===== config.mk =====
export PLATFORM = sky130hd
export DESIGN_NAME = sha512_front
export DESIGN_NICKNAME = d
export VERILOG_FILES = /design/src/sv/sha512_hash_core_macros.svh /design/src/sv/sha512_pkg.sv /design/src/sv/sha512_front.sv
export SDC_FILE = /design/constraint.sdc
export NUM_CORES = 1
export LEC_CHECK = 0
export BUFFER_PORTS_ARGS = -buffer_cell sky130_fd_sc_hd__buf_4
export CAP_MARGIN = 20
export CORE_MARGIN = 5
export CORE_UTILIZATION = 48
export CTS_CLUSTER_SIZE = 40
export DETAILED_ROUTE_END_ITERATION = 12
export PLACE_DENSITY = 0.75
export SLEW_MARGIN = 20
export SYNTH_ARGS = -nofsm -noshare
export SYNTH_HDL_FRONTEND = slang
export SYNTH_SLANG_ARGS = --single-unit

===== constraint.sdc =====
create_clock -name clk -period 4.4 [get_ports clk]
set_clock_uncertainty 0.1 [all_clocks]
set_input_delay 1.1 -clock clk [delete_from_list [all_inputs] [get_ports clk]]
set_output_delay 1.1 -clock clk [all_outputs]
set_load 0.03 [all_outputs]

===== src/sv/sha512_hash_core_macros.svh =====
// Assertion macros for the checks in the core's top-level file.
`ifndef SHA512_HASH_CORE_MACROS_SVH
`define SHA512_HASH_CORE_MACROS_SVH

// The consequent must hold in the same cycle as the antecedent.
`define SHA_ASSERT_NOW(lbl, clk, rst_n, ante, cons, msg) \
    lbl: assert property (@(posedge clk) disable iff (!rst_n) (ante) |-> (cons)) \
        else $error(msg);

// The consequent must hold in the cycle after the antecedent.
`define SHA_ASSERT_NEXT(lbl, clk, rst_n, ante, cons, msg) \
    lbl: assert property (@(posedge clk) disable iff (!rst_n) (ante) |=> (cons)) \
        else $error(msg);

`endif


===== src/sv/sha512_pkg.sv =====
`timescale 1ns / 1ps

package sha512_pkg;

    localparam logic [63:0] PAD_WORD = 64'h8000_0000_0000_0000;
    localparam logic [6:0]  LAST_ROUND = 7'd79;
    localparam logic [6:0]  FULL_WORD_BITS = 7'd64;

    // One classified message word handed from the front to the back.
    typedef struct packed {
        logic [63:0] word;      // word with padding already merged in
        logic [6:0]  add_bits;  // message bits this word carries
        logic        last;      // final word of the message
        logic        extra_pad; // a separate padding word must follow
    } q_entry_t;

    typedef enum logic [2:0] {
        ST_IDLE,
        ST_PAD,
        ST_ZERO,
        ST_ROUND,
        ST_FINAL,
        ST_OUT
    } state_t;

    function automatic logic [63:0] rotr64(input logic [63:0] x, input int unsigned n);
        rotr64 = (x >> n) | (x << (64 - n));
    endfunction

    function automatic logic [63:0] big_sigma0(input logic [63:0] x);
        big_sigma0 = rotr64(x, 28) ^ rotr64(x, 34) ^ rotr64(x, 39);
    endfunction

    function automatic logic [63:0] big_sigma1(input logic [63:0] x);
        big_sigma1 = rotr64(x, 14) ^ rotr64(x, 18) ^ rotr64(x, 41);
    endfunction

    function automatic logic [63:0] small_sigma0(input logic [63:0] x);
        small_sigma0 = rotr64(x, 1) ^ rotr64(x, 8) ^ (x >> 7);
    endfunction

    function automatic logic [63:0] small_sigma1(input logic [63:0] x);
        small_sigma1 = rotr64(x, 19) ^ rotr64(x, 61) ^ (x >> 6);
    endfunction

    function automatic logic [63:0] init_hash(input logic [2:0] i);
        logic [63:0] v;
        unique case (i)
            3'd0: v = 64'h6a09e667f3bcc908;
            3'd1: v = 64'hbb67ae8584caa73b;
            3'd2: v = 64'h3c6ef372fe94f82b;
            3'd3: v = 64'ha54ff53a5f1d36f1;
            3'd4: v = 64'h510e527fade682d1;
            3'd5: v = 64'h9b05688c2b3e6c1f;
            3'd6: v = 64'h1f83d9abfb41bd6b;
            3'd7: v = 64'h5be0cd19137e2179;
            default: v = '0;
        endcase
        return v;
    endfunction

    function automatic logic [63:0] round_const(input logic [6:0] t);
        logic [63:0] k;
        unique case (t)
            7'd0:  k = 64'h428a2f98d728ae22;
            7'd1:  k = 64'h7137449123ef65cd;
            7'd2:  k = 64'hb5c0fbcfec4d3b2f;
            7'd3:  k = 64'he9b5dba58189dbbc;
            7'd4:  k = 64'h3956c25bf348b538;
            7'd5:  k = 64'h59f111f1b605d019;
            7'd6:  k = 64'h923f82a4af194f9b;
            7'd7:  k = 64'hab1c5ed5da6d8118;
            7'd8:  k = 64'hd807aa98a3030242;
            7'd9:  k = 64'h12835b0145706fbe;
            7'd10: k = 64'h243185be4ee4b28c;
            7'd11: k = 64'h550c7dc3d5ffb4e2;
            7'd12: k = 64'h72be5d74f27b896f;
            7'd13: k = 64'h80deb1fe3b1696b1;
            7'd14: k = 64'h9bdc06a725c71235;
            7'd15: k = 64'hc19bf174cf692694;
            7'd16: k = 64'he49b69c19ef14ad2;
            7'd17: k = 64'hefbe4786384f25e3;
            7'd18: k = 64'h0fc19dc68b8cd5b5;
            7'd19: k = 64'h240ca1cc77ac9c65;
            7'd20: k = 64'h2de92c6f592b0275;
            7'd21: k = 64'h4a7484aa6ea6e483;
            7'd22: k = 64'h5cb0a9dcbd41fbd4;
            7'd23: k = 64'h76f988da831153b5;
            7'd24: k = 64'h983e5152ee66dfab;
            7'd25: k = 64'ha831c66d2db43210;
            7'd26: k = 64'hb00327c898fb213f;
            7'd27: k = 64'hbf597fc7beef0ee4;
            7'd28: k = 64'hc6e00bf33da88fc2;
            7'd29: k = 64'hd5a79147930aa725;
            7'd30: k = 64'h06ca6351e003826f;
            7'd31: k = 64'h142929670a0e6e70;
            7'd32: k = 64'h27b70a8546d22ffc;
            7'd33: k = 64'h2e1b21385c26c926;
            7'd34: k = 64'h4d2c6dfc5ac42aed;
            7'd35: k = 64'h53380d139d95b3df;
            7'd36: k = 64'h650a73548baf63de;
            7'd37: k = 64'h766a0abb3c77b2a8;
            7'd38: k = 64'h81c2c92e47edaee6;
            7'd39: k = 64'h92722c851482353b;
            7'd40: k = 64'ha2bfe8a14cf10364;
            7'd41: k = 64'ha81a664bbc423001;
            7'd42: k = 64'hc24b8b70d0f89791;
            7'd43: k = 64'hc76c51a30654be30;
            7'd44: k = 64'hd192e819d6ef5218;
            7'd45: k = 64'hd69906245565a910;
            7'd46: k = 64'hf40e35855771202a;
            7'd47: k = 64'h106aa07032bbd1b8;
            7'd48: k = 64'h19a4c116b8d2d0c8;
            7'd49: k = 64'h1e376c085141ab53;
            7'd50: k = 64'h2748774cdf8eeb99;
            7'd51: k = 64'h34b0bcb5e19b48a8;
            7'd52: k = 64'h391c0cb3c5c95a63;
            7'd53: k = 64'h4ed8aa4ae3418acb;
            7'd54: k = 64'h5b9cca4f7763e373;
            7'd55: k = 64'h682e6ff3d6b2b8a3;
            7'd56: k = 64'h748f82ee5defb2fc;
            7'd57: k = 64'h78a5636f43172f60;
            7'd58: k = 64'h84c87814a1f0ab72;
            7'd59: k = 64'h8cc702081a6439ec;
            7'd60: k = 64'h90befffa23631e28;
            7'd61: k = 64'ha4506cebde82bde9;
            7'd62: k = 64'hbef9a3f7b2c67915;
            7'd63: k = 64'hc67178f2e372532b;
            7'd64: k = 64'hca273eceea26619c;
            7'd65: k = 64'hd186b8c721c0c207;
            7'd66: k = 64'heada7dd6cde0eb1e;
            7'd67: k = 64'hf57d4f7fee6ed178;
            7'd68: k = 64'h06f067aa72176fba;
            7'd69: k = 64'h0a637dc5a2c898a6;
            7'd70: k = 64'h113f9804bef90dae;
            7'd71: k = 64'h1b710b35131c471b;
            7'd72: k = 64'h28db77f523047d84;
            7'd73: k = 64'h32caab7b40c72493;
            7'd74: k = 64'h3c9ebe0a15c9bebc;
            7'd75: k = 64'h431d67c49c100d4c;
            7'd76: k = 64'h4cc5d4becb3e42b6;
            7'd77: k = 64'h597f299cfc657e2a;
            7'd78: k = 64'h5fcb6fab3ad6faec;
            7'd79: k = 64'h6c44198c4a475817;
            default: k = '0;
        endcase
        return k;
    endfunction

endpackage


===== src/sv/sha512_front.sv =====
`timescale 1ns / 1ps

module sha512_front (
    input  logic                 clk,
    input  logic                 rst_n,
    input  logic                 in_valid,
    output logic                 in_ready,
    input  logic [63:0]          message_word,
    input  logic [3:0]           byte_count,
    input  logic                 last_word,
    output logic                 q_valid,
    output sha512_pkg::q_entry_t q_data,
    input  logic                 q_pop
);
    import sha512_pkg::*;

    q_entry_t    fifo_reg [2];
    logic        wr_ptr_reg, wr_ptr_next;
    logic        rd_ptr_reg, rd_ptr_next;
    logic [1:0]  cnt_reg, cnt_next;
    logic [3:0]  cnt_sat;
    logic [6:0]  shamt;
    logic        push;
    q_entry_t    cls;

    // Merge the trailing one-bit into a short last word and mark full last words.
    always_comb begin
        cnt_sat = (byte_count > 4'd8) ? 4'd8 : byte_count;
        shamt   = {cnt_sat, 3'b000};
        cls.last = last_word;
        if (!last_word) begin
            cls.word      = message_word;
            cls.add_bits  = FULL_WORD_BITS;
            cls.extra_pad = 1'b0;
        end else if (cnt_sat == 4'd8) begin
            cls.word      = message_word;
            cls.add_bits  = FULL_WORD_BITS;
            cls.extra_pad = 1'b1;
        end else begin
            cls.word      = (message_word & ~(64'hFFFF_FFFF_FFFF_FFFF >> shamt))
                          | (PAD_WORD >> shamt);
            cls.add_bits  = shamt;
            cls.extra_pad = 1'b0;
        end
    end

    assign in_ready = (cnt_reg != 2'd2);
    assign push     = in_valid && in_ready;
    assign q_valid  = (cnt_reg != 2'd0);
    assign q_data   = fifo_reg[rd_ptr_reg];

    always_comb begin
        wr_ptr_next = push  ? ~wr_ptr_reg : wr_ptr_reg;
        rd_ptr_next = q_pop ? ~rd_ptr_reg : rd_ptr_reg;
        cnt_next    = cnt_reg + {1'b0, push} - {1'b0, q_pop};
    end

    always_ff @(posedge clk or negedge rst_n)
    begin
        if (!rst_n)
        begin
            wr_ptr_reg <= 1'b0;
            rd_ptr_reg <= 1'b0;
            cnt_reg    <= 2'd0;
        end
        else
        begin
            wr_ptr_reg <= wr_ptr_next;
            rd_ptr_reg <= rd_ptr_next;
            cnt_reg    <= cnt_next;
        end
    end

    always_ff @(posedge clk)
    begin
        if (push)
        begin
            fifo_reg[wr_ptr_reg] <= cls;
        end
    end

endmodule


==> results.sh <==
export IMPL_layout_cells_non_filler=643
export IMPL_cts_max_level=4
export IMPL_cts_buffers=17
export IMPL_cp_arrival_ns=2.13
export IMPL_layout_area_seq_um2=4310
export IMPL_p_per_area_nw_per_um2=680
export IMPL_synth_edf_count=140
export IMPL_cts_root_buffer="clkbuf_16"
export IMPL_grt_usage=0.159
export IMPL_syn_cell_area_um2=5840
export IMPL_largest_reg_flops=140
export IMPL_ios=148
export IMPL_ir_drop_mv=0.363
export IMPL_viasPerCell=4.96
export IMPL_stdcell_area_um2=7540
export IMPL_drv_cap=0
export IMPL_vias=3187
export IMPL_drtAntennaViolNets=0
export IMPL_cp_end_kind="primary output"
export IMPL_nNetsFinal=559
export IMPL_dieArea_um2=14500
export IMPL_p_int_mw=3.37
export IMPL_wl_per_cell_um=17.5
export IMPL_cts_sinks=144
export IMPL_dp_worst_setup_slack_ns=1.47
export IMPL_place_gp_congestion=0.741
export IMPL_final_max_slew_viol_count=0
export IMPL_yosys_top_cells_count="140 x edfxtp_1, 70 x mux2_2, 45 x and2_1, 8 x buf_2, 8 x nand2_1"
export IMPL_core_um2=12000
export IMPL_finalWirelength_um=11200
export IMPL_ys_warnings_count=0
export IMPL_cts_hold_buf=0
export IMPL_cts_setup_buffers=0
export IMPL_multiInputGateArea_um2=1450
export IMPL_relSlewSlack=0.328
export IMPL_hold_class="in2async"
export IMPL_grt_pass1_vias=3429
export IMPL_drc_errors=0
export IMPL_dr_pass1_iters=6
export IMPL_critPathRequiredTime_ns=3.20
export IMPL_dpl_cell_area_um2=7060
export IMPL_cts_tree="built"
export IMPL_synthFlopType="edfxtp_1"
export IMPL_crit_type="reg2out"
export IMPL_yosys_area_top_type_share=0.719
export IMPL_fin_hold_ws_ns=0.378
export IMPL_drive_gt1_frac=0.500
export IMPL_yosys_area_top_type="edfxtp_1"
export IMPL_post_cts_resized=0
export IMPL_p_switching_mw=1.76
export IMPL_fillers=894
export IMPL_synth_seq_area_share=0.736
export IMPL_synth_area_leaders="edfxtp_1 72%, mux2_2 13%, and2_1 4.8%"
export IMPL_grt_overflow=0
export IMPL_layout_min_cycle_time_ns=3.33
export IMPL_grt_max_degree=72
export IMPL_startpoint_type="flop"
export IMPL_setup_viol=0
export IMPL_p_clk_frac=0.231
export IMPL_dp_cells=612
export IMPL_synthMostInstantiatedCell="edfxtp_1"
export IMPL_syn_inst=332
export IMPL_tightest_slew_ns=1.01
export IMPL_ys_async_sr_fraction=0.0278
export IMPL_post_route_period_util=0.758
export IMPL_rsz0062_at_grt="no"
export IMPL_grt_pass1_wl_um=17300
export IMPL_clkLatencyLatePin_ns=0.40
export IMPL_io_buffers=144
export IMPL_p_seq_frac=0.408
export IMPL_die_y_um=120
export IMPL_status="completed"
export IMPL_combPwrFrac=0.361
export IMPL_antennaDiodeCount=0
export IMPL_max_freq_ghz=0.300
export IMPL_finalSetupTns_ns=0
export IMPL_leakagePower_nw=2.87
export IMPL_die_w_um=120
export IMPL_layout_setup_ws_ns=1.07
export IMPL_hold_viol_final=0
export IMPL_synth_distinct_cells=33
export IMPL_clock_path_buffers=2
export IMPL_dp_hpwl_um=7300
export IMPL_antenna_found_initial=0
export IMPL_synth_seq_cells=144
export IMPL_crit_fanout=71
export IMPL_drt_iter0_markers=134
export IMPL_areaGrowthSynthToFinish_pct=29.1
export IMPL_rows=40
export IMPL_clkSlewWorstSetupHoldPaths_ns=0.05
export IMPL_avgSynthCellArea_um2=17.6
export IMPL_switching_share=0.344
export IMPL_initial_core_util=0.489
==> per-stage QoR <==
stage          power [mW]   util
2_1_floorplan        3.32      -
3_3_place_gp         3.98  0.590
3_5_place_dp         4.01  0.590
4_1_cts              5.20  0.631
5_1_grt              5.37  0.631
6_report             5.13  0.631
==> critical path, cell delays in order (launching register included) <==
cell and delay [ns]:
dfrtp_4 1.03, mux2_2 0.42, buf_4 0.17
==> path summary, 6_finish.rpt <==
kind / start / endpoint / cells past startpoint / slack [ns]
worst max-delay path: rd_ptr_reg$_DFFE_PN0P_ / q_data[50] / 2 / 1.07
min in group clk: cnt_reg[1]$_DFF_PN0_ / cnt_reg[1]$_DFF_PN0_ / 1 / 0.40
worst min-delay path: rst_n / cnt_reg[0]$_DFF_PN0_ / 1 / 0.38
worst min register to register: cnt_reg[1]$_DFF_PN0_ / cnt_reg[1]$_DFF_PN0_ / 1 / 0.40
max in group asynchronous: rst_n / rd_ptr_reg$_DFFE_PN0P_ / 1 / 3.71
worst max register to register: cnt_reg[0]$_DFF_PN0_ / fifo_reg[0][10]$_DFFE_PP_ / 4 / 2.32
==> kinds of logic after synthesis <==
logic type / count (synthesis) / synth area share
mux: 71 / 0.137
flops: 144 / 0.736
fa+ha+maj: 2 / 0.00428
buf+inv: 19 / 0.0191
compound gates: 9 / 0.00985
xor+xnor: 4 / 0.00600
other cells: 1 / 0.000642
simple gates: 82 / 0.0863
==> metal layers <==
metal | routed length (um) | track usage
met1 | 4590 | 0.180
met2 | 5620 | 0.269
met3 | 866 | 0.0674
met4 | 171 | 0.0616
met5 | 0 | 0
==> power by group through the flow <==
stage	Sequential (mW)	Clock [mW]	Combinational [mW]
2_1_floorplan	1.98	0	1.34
4_1_cts	2.10	1.21	1.88
3_5_place_dp	2.13	0	1.88
5_1_grt	2.13	1.28	1.95
3_3_place_gp	2.11	0	1.87
6_report	2.09	1.19	1.85
==> cell type report <==
cell class / instances / share of cell area
Clock buffer: 20 / 0.0579
Clock inverter: 11 / 0.00663
Inverter: 4 / 0.00199
Multi-Input combinational cell: 171 / 0.193
Sequential cell: 144 / 0.571
Tap cell: 147 / 0.0244
Timing Repair Buffer: 146 / 0.145
==> cell usage in the layout (no fill, tap or decap), types with 2 or more instances in the layout <==
cell and n:
nor2b_1 7, ha_1 2, o21ai_0 3, xnor2_1 3, clkbuf_1 3, and2b_1 7
inv_1 3, nor2_1 5, mux2_2 70, nand2b_1 2, conb_1 3, and2_1 45
clkbuf_16 17, dfrtp_1 3, buf_4 146, clkinv_2 4, edfxtp_1 140, clkinv_1 6
a21oi_1 2, nand2_1 8
(Power assumes the default switching activity.)
